**src/rtl/lprc_pkg.sv**
```systemverilog
// ----------------------------------------------------------------------------
// LRU page replacement package
// Shared sizes and the control bundle that drives each recency cell.
// ----------------------------------------------------------------------------
package lprc_pkg;

	// Number of frames built into the recency chain.
	localparam int FRAMES    = 16;
	// Width of a page number.
	localparam int PAGE_BITS = 16;
	// Index of one cell in the chain.
	localparam int IDX_BITS  = $clog2(FRAMES);
	// A count that can hold FRAMES itself.
	localparam int CNT_BITS  = $clog2(FRAMES + 1);
	// Width of the running fault count.
	localparam int FAULT_BITS = 16;
	// Reset value of the frame limit register.
	localparam logic [CNT_BITS-1:0] LIMIT_RESET = CNT_BITS'(FRAMES);

	// Per-cell control from the top level.
	typedef struct packed {
		logic update;   // a reference is being applied this cycle
		logic valid;    // the cell holds a resident page
		logic in_range; // the cell lies inside the shift window for a miss
	} cell_ctl_t;

endpackage

```
**src/rtl/lprc_cell.sv**
```systemverilog
// ----------------------------------------------------------------------------
// LRU recency cell
// Holds one resident page, compares it with the reference key and takes the
// page of its front neighbor when the recency order moves back by one slot.
// ----------------------------------------------------------------------------
module lprc_cell (
	input  logic                           clk,
	input  lprc_pkg::cell_ctl_t            ctl,
	input  logic [lprc_pkg::PAGE_BITS-1:0] key,
	input  logic [lprc_pkg::PAGE_BITS-1:0] prev_page,
	input  logic                           found_in,
	output logic                           found_out,
	output logic [lprc_pkg::PAGE_BITS-1:0] page
);

	logic [lprc_pkg::PAGE_BITS-1:0] page_q;
	logic                           match;
	logic                           shift;

	// A cell moves only while no earlier cell has matched: the matching cell
	// itself still takes its neighbor's page, which closes the gap.
	assign match     = ctl.valid && (page_q == key);
	assign shift     = ctl.update && ctl.in_range && !found_in;
	assign found_out = found_in || match;
	assign page      = page_q;

	always_ff @(posedge clk) begin
		if (shift) begin
			page_q <= prev_page;
		end
	end

endmodule

```
**src/rtl/lru_page_replacement_core.sv**
```systemverilog
// ----------------------------------------------------------------------------
// LRU page replacement core
// Fully associative least-recently-used page tracker built as a chain of
// recency cells, most recent page in cell 0.
// ----------------------------------------------------------------------------
//
// Channel     Direction  Signals                                  Transfer
// reference   in         start, busy, ref_page                    start && !busy
// result      out        result_valid, page_fault, evict_valid,   result_valid
//                        evicted_page, resident_count, fault_total
// config      in         frame_limit_we, frame_limit_wdata        frame_limit_we
//
// In the transfer cycle the page is captured and busy rises. In the next
// cycle every cell compares its page with the key in parallel, the match
// ripples down the chain and the cells shift in place, while the result
// registers load. The result strobe is high in the cycle after that, and
// busy is already low then, so a new reference can start while the result
// is shown. The receiver cannot stall the result.
// Reset clears the occupancy, the fault count and the control flags and sets
// the frame limit to the full chain; the cell contents need no reset since a
// cell at or beyond the occupancy is never compared or reported.
//
module lru_page_replacement_core (
	input  logic                            clk,
	input  logic                            arst_n,
	input  logic                            start,
	output logic                            busy,
	input  logic [15:0]                     ref_page,
	input  logic                            frame_limit_we,
	input  logic [4:0]                      frame_limit_wdata,
	output logic                            result_valid,
	output logic                            page_fault,
	output logic                            evict_valid,
	output logic [15:0]                     evicted_page,
	output logic [4:0]                      resident_count,
	output logic [15:0]                     fault_total
);

	// Control and counting state.
	logic                                   busy_q;
	logic [lprc_pkg::PAGE_BITS-1:0]         page_s1;
	logic [lprc_pkg::CNT_BITS-1:0]          frame_limit_q;
	logic [lprc_pkg::CNT_BITS-1:0]          occupied_q;
	logic [lprc_pkg::FAULT_BITS-1:0]        fault_q;

	// Result registers.
	logic                                   result_valid_q;
	logic                                   page_fault_q;
	logic                                   evict_valid_q;
	logic [lprc_pkg::PAGE_BITS-1:0]         evicted_page_q;
	logic [lprc_pkg::CNT_BITS-1:0]          resident_count_q;
	logic [lprc_pkg::FAULT_BITS-1:0]        fault_total_q;

	// Chain signals.
	lprc_pkg::cell_ctl_t                    cell_ctl  [lprc_pkg::FRAMES];
	logic [lprc_pkg::PAGE_BITS-1:0]         cell_page [lprc_pkg::FRAMES];
	logic [lprc_pkg::PAGE_BITS-1:0]         cell_prev [lprc_pkg::FRAMES];
	logic [lprc_pkg::FRAMES:0]              found_chain;

	logic                                   accept;
	logic [lprc_pkg::CNT_BITS-1:0]          eff_limit;
	logic                                   has_room;
	logic [lprc_pkg::IDX_BITS-1:0]          top_idx;
	logic [lprc_pkg::IDX_BITS-1:0]          last_idx;
	logic                                   hit;
	logic                                   evict;

	assign accept = start && !busy_q;

	// The frame limit in force: zero counts as one frame, anything above the
	// chain length counts as the whole chain.
	always_comb begin
		if (frame_limit_q == '0) begin
			eff_limit = lprc_pkg::CNT_BITS'(1);
		end else if (frame_limit_q > lprc_pkg::CNT_BITS'(lprc_pkg::FRAMES)) begin
			eff_limit = lprc_pkg::CNT_BITS'(lprc_pkg::FRAMES);
		end else begin
			eff_limit = frame_limit_q;
		end
	end

	// When there is room the new page extends the list by one, so the shift
	// window reaches the first free cell; otherwise it ends at the oldest page,
	// which falls off the end. Room implies the occupancy is below the chain
	// length, so it fits the index width. A lowered limit leaves the occupancy
	// where it is, and the oldest resident page is replaced.
	assign has_room = occupied_q < eff_limit;
	assign last_idx = lprc_pkg::IDX_BITS'(occupied_q - lprc_pkg::CNT_BITS'(1));
	assign top_idx  = has_room ? occupied_q[lprc_pkg::IDX_BITS-1:0] : last_idx;

	// A hit never lies beyond the miss window, so the same window serves both
	// cases: the ripple of the match stops the shift just after the hit cell.
	always_comb begin
		for (int i = 0; i < lprc_pkg::FRAMES; i++) begin
			cell_ctl[i].update   = busy_q;
			cell_ctl[i].valid    = lprc_pkg::CNT_BITS'(i) < occupied_q;
			cell_ctl[i].in_range = lprc_pkg::IDX_BITS'(i) <= top_idx;
			cell_prev[i]         = (i == 0) ? page_s1 : cell_page[(i == 0) ? 0 : i - 1];
		end
	end

	assign found_chain[0] = 1'b0;

	for (genvar g = 0; g < lprc_pkg::FRAMES; g++) begin : g_cell
		lprc_cell u_cell (
			.clk       (clk),
			.ctl       (cell_ctl[g]),
			.key       (page_s1),
			.prev_page (cell_prev[g]),
			.found_in  (found_chain[g]),
			.found_out (found_chain[g+1]),
			.page      (cell_page[g])
		);
	end

	assign hit   = found_chain[lprc_pkg::FRAMES];
	assign evict = !hit && !has_room;

	always_ff @(posedge clk or negedge arst_n) begin
		if (!arst_n) begin
			busy_q         <= 1'b0;
			frame_limit_q  <= lprc_pkg::LIMIT_RESET;
			occupied_q     <= '0;
			fault_q        <= '0;
			result_valid_q <= 1'b0;
		end else begin
			result_valid_q <= busy_q;
			if (frame_limit_we) begin
				frame_limit_q <= frame_limit_wdata;
			end
			if (accept) begin
				busy_q <= 1'b1;
			end else if (busy_q) begin
				busy_q <= 1'b0;
				if (!hit) begin
					if (has_room) begin
						occupied_q <= occupied_q + lprc_pkg::CNT_BITS'(1);
					end
					if (fault_q != '1) begin
						fault_q <= fault_q + lprc_pkg::FAULT_BITS'(1);
					end
				end
			end
		end
	end

	// Captured key and result payload; these need no reset.
	always_ff @(posedge clk) begin
		if (accept) begin
			page_s1 <= ref_page[lprc_pkg::PAGE_BITS-1:0];
		end
		if (busy_q) begin
			page_fault_q   <= !hit;
			evict_valid_q  <= evict;
			evicted_page_q <= evict ? cell_page[last_idx] : '0;
			if (!hit && has_room) begin
				resident_count_q <= occupied_q + lprc_pkg::CNT_BITS'(1);
			end else begin
				resident_count_q <= occupied_q;
			end
			if (!hit && (fault_q != '1)) begin
				fault_total_q <= fault_q + lprc_pkg::FAULT_BITS'(1);
			end else begin
				fault_total_q <= fault_q;
			end
		end
	end

	assign busy           = busy_q;
	assign result_valid   = result_valid_q;
	assign page_fault     = page_fault_q;
	assign evict_valid    = evict_valid_q;
	assign evicted_page   = evicted_page_q;
	assign resident_count = resident_count_q;
	assign fault_total    = fault_total_q;

	// Busy falls as soon as a reference has been applied to the chain.
	a_busy_one_cycle: assert property (@(posedge clk) disable iff (!arst_n)
		busy_q |=> !busy_q)
		else $error("busy held for more than one cycle");

	// A result always follows an applied reference.
	a_result_after_busy: assert property (@(posedge clk) disable iff (!arst_n)
		result_valid_q |-> $past(busy_q))
		else $error("result strobe without an applied reference");

	// An eviction only happens on a fault.
	a_evict_on_fault: assert property (@(posedge clk) disable iff (!arst_n)
		(result_valid_q && evict_valid_q) |-> page_fault_q)
		else $error("eviction reported on a hit");

	// The reported occupancy matches the tracked occupancy.
	a_count_tracks: assert property (@(posedge clk) disable iff (!arst_n)
		result_valid_q |-> (resident_count_q == occupied_q))
		else $error("resident count disagrees with occupancy");

	// The occupancy never exceeds the chain length.
	a_occupied_bound: assert property (@(posedge clk) disable iff (!arst_n)
		occupied_q <= lprc_pkg::CNT_BITS'(lprc_pkg::FRAMES))
		else $error("occupancy beyond the chain length");

endmodule

```
**config.mk**
```make
export PLATFORM = sky130hd
export DESIGN_NAME = lru_page_replacement_core
export DESIGN_NICKNAME = d
export VERILOG_FILES = /design/src/rtl/lprc_pkg.sv /design/src/rtl/lprc_cell.sv /design/src/rtl/lru_page_replacement_core.sv
export SDC_FILE = /design/constraint.sdc
export NUM_CORES = 1
export LEC_CHECK = 0
export BUFFER_PORTS_ARGS = -buffer_cell sky130_fd_sc_hd__buf_4
export CORE_UTILIZATION = 46
export DETAILED_ROUTE_END_ITERATION = 12
export GPL_TIMING_DRIVEN = 0
export PLACE_DENSITY_LB_ADDON = 0.15
export SLEW_MARGIN = 40
export SYNTH_ARGS = -nofsm -noshare
export SYNTH_HDL_FRONTEND = slang
export SYNTH_SLANG_ARGS = --single-unit
```
**constraint.sdc**
```tcl
create_clock -name clk -period 6.6 [get_ports clk]
set_clock_uncertainty 0.1 [all_clocks]
set_input_delay 0.66 -clock clk [delete_from_list [all_inputs] [get_ports clk]]
set_output_delay 0.66 -clock clk [all_outputs]
set_load 0.03 [all_outputs]
```
# Yosys cells after proc, flatten, opt, wreduce, memory -nomap -nowiden
# Index checks and enable logic that the tools add are counted.
# W data, S select, Z words.
[word_totals]
ramBits = 0
mem_bits_ro = 0
reg_bits = 339
out_inout_bits = 41
mem_count = 0
latchBits = 0
[classes]
multipliers = 0
addsub = 3
muxes = 9
n_eq_ne = 17
n_div = 0
bitwise = 3
magnitude_cmp = 35
n_reduce_logical = 87
shift = 0
[ops]
columns = ["op", "count"]
rows = [
  ["$eq A16 B16 Y1", 16],
  ["$bmux W16 S4", 1],
  ["$logic_and A1 B1 Y1", 51],
  ["$mux W16", 3],
  ["$lt A4 B5 Y1 const A", 8],
  ["$le A4 B4 Y1 const A", 8],
  ["$lt A3 B5 Y1 const A", 4],
  ["$logic_not A1 Y1", 18],
  ["$add A16 B1 Y16 const B", 1],
  ["$le A3 B4 Y1 const A", 4],
  ["$ne A16 B16 Y1 const B", 1],
  ["$logic_or A1 B1 Y1", 15],
  ["$mux W5", 3],
  ["$lt A1 B5 Y1 const A", 2],
  ["$lt A2 B5 Y1 const A", 2],
  ["$le A1 B4 Y1 const A", 2],
  ["$le A2 B4 Y1 const A", 2],
  ["$reduce_and A4 Y1", 2],
  ["$add A5 B1 Y5 const B", 1],
  ["$ge A5 B5 Y1 const B", 1],
  ["$gt A5 B5 Y1 const B", 1],
  ["$logic_not A5 Y1", 1],
  ["$lt A5 B5 Y1", 1],
  ["$not A4 Y5", 1],
  ["other kinds (4)", 5],
]

# Longest topological paths before layout
[logic_depth]
depth_word = 20
mapped_depth = 12
depth_no_buf = 11

# Hierarchy
# A second synthesis with hierarchy kept.
[hier_totals]
cells_unflattened = 1055
area_unflattened_um2 = 16387.0
[modules_own_cells]
columns = ["mod", "area_per_inst_um2", "cells_per_inst", "seq_area_each_um2", "instances"]
rows = [
  ["lprc_cell", 666.9, 40, 480.5, 16],
  ["lru_page_replacement_core", 5716.7, 415, 2353.5, 1],
]

# Worst setup path before layout
# OpenSTA, ideal clock, no wires.
[synth_timing]
path_type = "register -> register"
from = "register occupied_q[0] (netlist name)"
to = "register g_cell[15].u_cell.page_q (netlist bit g_cell[15].u_cell.page[0]), enable pin"
t_required_ns = 6.064
stages_incl_launch_ff = 11
setup_time_ns = 0.436
path_slack_ns = 1.746
arrival_time_ns = 4.317
synth_period_minus_slack_ns = 4.854
cell_sequence = "dfrtp_1 clkbuf_1 buf_2 buf_2 inv_1 ha_1 clkbuf_1 nand2_1 o21ai_0 or2_1 nor4b_1"
[synth_via]
word_cells_on_any_way = 51
classes_between = "add/sub (1); order compare (17); mux (1); reduce/logical (32)"
[synth_lines]
columns = ["item", "line_no", "rtl"]
rows = [
  ["start: declaration", "lru_page_replacement_core.sv:43", "logic [lprc_pkg::CNT_BITS-1:0] occupied_q;"],
  ["start signal: assignment", "lru_page_replacement_core.sv:137", "occupied_q <= occupied_q + lprc_pkg::CNT_BITS'(1);"],
  ["$sub A4 B1 Y4", "lru_page_replacement_core.sv:88", "assign last_idx = lprc_pkg::IDX_BITS'(occupied_q - lprc_pkg::CNT_BITS'(1));"],
  ["net last_idx (one bit)", "lru_page_replacement_core.sv:64", "logic [lprc_pkg::IDX_BITS-1:0] last_idx;"],
  ["$mux W4", "lru_page_replacement_core.sv:89", "assign top_idx = has_room ? occupied_q[lprc_pkg::IDX_BITS-1:0] : last_idx;"],
  ["$le A4 B4 Y1", "lru_page_replacement_core.sv:97", "cell_ctl[i].in_range = lprc_pkg::IDX_BITS'(i) <= top_idx;"],
  ["$logic_and A1 B1 Y1 (2 in series)", "lprc_cell.sv:23", "assign shift = ctl.update && ctl.in_range && !found_in;"],
  ["net g_cell[15].u_cell.shift", "lprc_cell.sv:18", "logic shift;"],
  ["end signal: assignment", "lprc_cell.sv:29", "page_q <= prev_page;"],
  ["end: declaration", "lprc_cell.sv:16", "logic [lprc_pkg::PAGE_BITS-1:0] page_q;"],
]
# The timed path passes the listed nets, and every way through them passes these cells.
# A chain may end at the register's enable or synchronous reset.

# Final worst setup path
[layout_timing]
from = "register occupied_q[0] (netlist name)"
to = "register g_cell[15].u_cell.page_q (netlist bit g_cell[15].u_cell.page[9]), enable pin"
# Same word-level chain as after synthesis.

==> flow_summary_export.csv <==
group,metric,value,unit
run_status,outcome,"complete, no violations",
clocking,tritoncts,"built",
route,via_per_inst,6.23,
floorplan,io_pins,66,
sta,maxSlewViolCount,0,
route,drc,0,
worst_setup_path,critPathKind,"flip-flop to flip-flop",
synthesis,postSynthCellCount,1232,
synthesis,synth_edf_count,311,
sta,layout_min_cycle_time,5.43,ns
finish,ff_latch_area,0.0100,mm^2
grt,antenna_found_initial,1,
worst_setup_path,cp-start-kind,"flip-flop",
clocking,root_buffer,"clkbuf_16",
finish,fillCellCount,3199,
route,drt-pass1-iter-count,6,
worst_setup_path,required,6.77,ns
clocking,cts_buffers,38,
clocking,insertion_delay,0.58,ns
power,intPower,5.71,mW
sta,rsz0062_at_grt,"no",
grt,grt_usage,29.0,%
clocking,htreeDepth,2,
synthesis,yosysSeqAreaShare,56.6,%
floorplan,fp.dieW,198,um
grt,grt_pass1_vias,11500,
synthesis,synth_cell_types,75,
route,post_drt_wl_per_cell,29.3,um
finish,antenna_cells,0,
sta,setup_viol,0,
placement,io_buffers,65,
power,power_frac_comb,41.9,%
placement,dpl-instance-area,0.0192,mm^2
worst_setup_path,path_buf_inv,8,
worst_setup_path,critPathMaxStageDelay,0.71,ns
power,p_sw_share,40.2,%
worst_setup_path,cp_common_cell,"buf_2",
sta,fin_tns_setup,0,ns
synthesis,async_flop_share,8.26,%
worst_setup_path,worstPathMaxFanout,10,
route,final_antenna_net_count,0,
route,drtIter0Drc,1534,
finish,layout-drive-gt1-share,24.2,%
clocking,clk_pin_slew_worst_paths,0.06,ns
worst_setup_path,critPathArrivalTime,5.60,ns
synthesis,netlist_area,0.0177,mm^2
floorplan,die_h,198,um
floorplan,num_rows,71,
placement,place.gp.congestion,1.03,
min_path,hold_class,"input pin to flip-flop",
sta,slew_headroom,35.5,%
worst_setup_path,crit_family,"buffers and inverters",
synthesis,synth_nets,1264,
power,leakage,7.12,nW
synthesis,synth_ff_type,"edfxtp_1",
finish,nets,1391,
finish,syn_to_final_growth,15.2,%
power,max-vdd-ir-drop,234,uV
power,p_switching,3.84,mW
power,power_frac_clock,22.2,%
clocking,cts.sinks,339,
grt,grt_first_pass_wirelength,79800,um
placement,dpl.hpwl,42500,um
route,vias,11800,
flow_run,drv_cap,0,
grt,overflow,0,
worst_setup_path,worstPathCellList,"clkbuf_1, buf_2, buf_2, inv_1, ha_1, clkbuf_1, nand2_1, o21ai_2, or2_1, nor4b_2, buf_2, buf_2, buf_2",
sta,hold_violations,0,
sta,tightest_slew,0.959,ns
finish,fin_area,0.0204,mm^2
synthesis,syn_avg_cell_area,14.4,um^2
power,powerDensity,468,mW/mm^2
clocking,cts_max_path_buffers,3,
finish,multi_input_area,0.00729,mm^2
floorplan,start_util,46.9,%
power,sequentialPowerShare,35.9,%
synthesis,ys_ff_latch,339,
synthesis,ys_warn_count,0,
worst_setup_path,endpoint_kind,"flip-flop",
worst_setup_path,slowest_stage,"nor4b_2",
grt,grt_max_degree,34,
synthesis,synth_top_cell_area_share,52.6,%
sta,fmax,184,MHz
synthesis,ys_top_cells_by_area,"edfxtp_1 53%, xor2_1 12%, mux4_2 8.1%",
synthesis,synth_area_leader_cell,"edfxtp_1",
floorplan,fp.dieArea,0.0394,mm^2
route,postRouteWirelength,55600,um
floorplan,coreArea,0.0378,mm^2
sta,period_share,82.3,%
## placed cells by master (no fill, tap or decap), drive strengths merged, types with 27 or more instances in the layout
master / n
xnor2: 57
nor4: 74
nor2: 29
a211oi: 37
dfrtp: 27
buf: 138
nor3: 53
edfxtp: 311
xor2: 243
clkbuf: 67
mux4: 64
nand2: 41
## power by group through the flow
stage / combinational [mW] / clock, mW / sequential, mW
floorplan: 2.31 / 0 / 3.45
global placement: 3.75 / 0 / 3.47
detailed placement: 3.92 / 0 / 3.46
CTS: 3.94 / 2.15 / 3.42
global route: 4.15 / 2.22 / 3.47
finish: 4.01 / 2.12 / 3.43
## metal layers
metal | share of wire (%) | GRT usage [%] | vias up
met5 | 0 | 0 | -
li1 | - | - | 4994
met1 | 40 | 39.3 | 6017
met4 | 4.7 | 13.3 | 0
met2 | 47 | 46.2 | 686
met3 | 8.3 | 4.49 | 126
## final timing paths
check,from,endpoint,slack (ns),depth (start not counted)
worst min register to register,page_s1[5],g_cell[0].u_cell.page[5],0.35,0
worst max register to register,occupied_q[0],g_cell[15].u_cell.page[9],1.17,13
min in group asynchronous,arst_n,fault_q[5],0.47,2
worst min-delay path,ref_page[11],page_s1[11],0.16,1
max in group asynchronous,arst_n,frame_limit_q[4],5.60,2
worst max-delay path,occupied_q[0],g_cell[15].u_cell.page[9],1.17,13
## per-stage QoR
stage / utilization, % / hold WS [ns] / setup slack (ns) / std cells / power [mW]
floorplan: - / 0.264 / 1.75 / 1232 / 5.76
global placement: 49.9 / 0.333 / -1.15 / 1808 / 7.21
detailed placement: 50.7 / 0.338 / 1.28 / 1829 / 7.38
CTS: 54.0 / 0.130 / 1.24 / 1897 / 9.50
global route: 54.0 / 0.139 / 1.04 / 1897 / 9.85
finish: 54.0 / 0.157 / 1.17 / 1897 / 9.55
## cell usage after synthesis, drive strengths merged (27+ instances only)
library cell and count:
mux4 64, xnor2 57, a211oi 37, edfxtp 311, buf 52, nor2 29, dfrtp 27, nor4 74
nand2 41, xor2 243, nor3 53
## cells by family after synthesis
kind of cell	share of synthesized area [%]
flip-flops	56.6
AND/OR/NAND/NOR	11.7
multiplexers	9.60
XOR/XNOR	14.8
buffers and inverters	3.13
adder cells (fa/ha/maj)	0.494
AO/OA/AOI/OAI	3.65
## sequential cells by signal (all words and copies together) (netlist names)
register / count
page_s1: 16
occupied_q: 5
evict_valid: 1
fault_total: 16
resident_count: 5
g_cell.u_cell.page: 256
busy: 1
page_fault: 1
evicted_page: 16
result_valid: 1
fault_q: 16
frame_limit_q: 5
## final cells by class
cell class | instances | area share [%]
sequential | 339 | 49.2
multi-input combinational | 813 | 35.7
clock buffer | 49 | 5.11
timing repair buffer | 87 | 3.35
tap | 511 | 3.13
buffer | 70 | 2.56
clock inverter | 18 | 0.857
inverter | 10 | 0.184
## worst reg2reg max path, stage by stage (launching register included)
cell and delay [ns]:
dfrtp_1 0.43, clkbuf_1 0.48, buf_2 0.47, buf_2 0.43, inv_1 0.19, ha_1 0.41, clkbuf_1 0.37, nand2_1 0.21
o21ai_2 0.21, or2_1 0.49, nor4b_2 0.72, buf_2 0.27, buf_2 0.17, buf_2 0.18
## repair_timing
item / 4_1_cts / 5_1_grt
endpoints found under the hold margin: 27 / 0
setup buffers: 0 / 0
resized for setup: 0 / 0
hold buffers: 1 / 0
endpoints found under the setup margin: 0 / 0
Note: power is estimated with default switching activity, not from simulation.
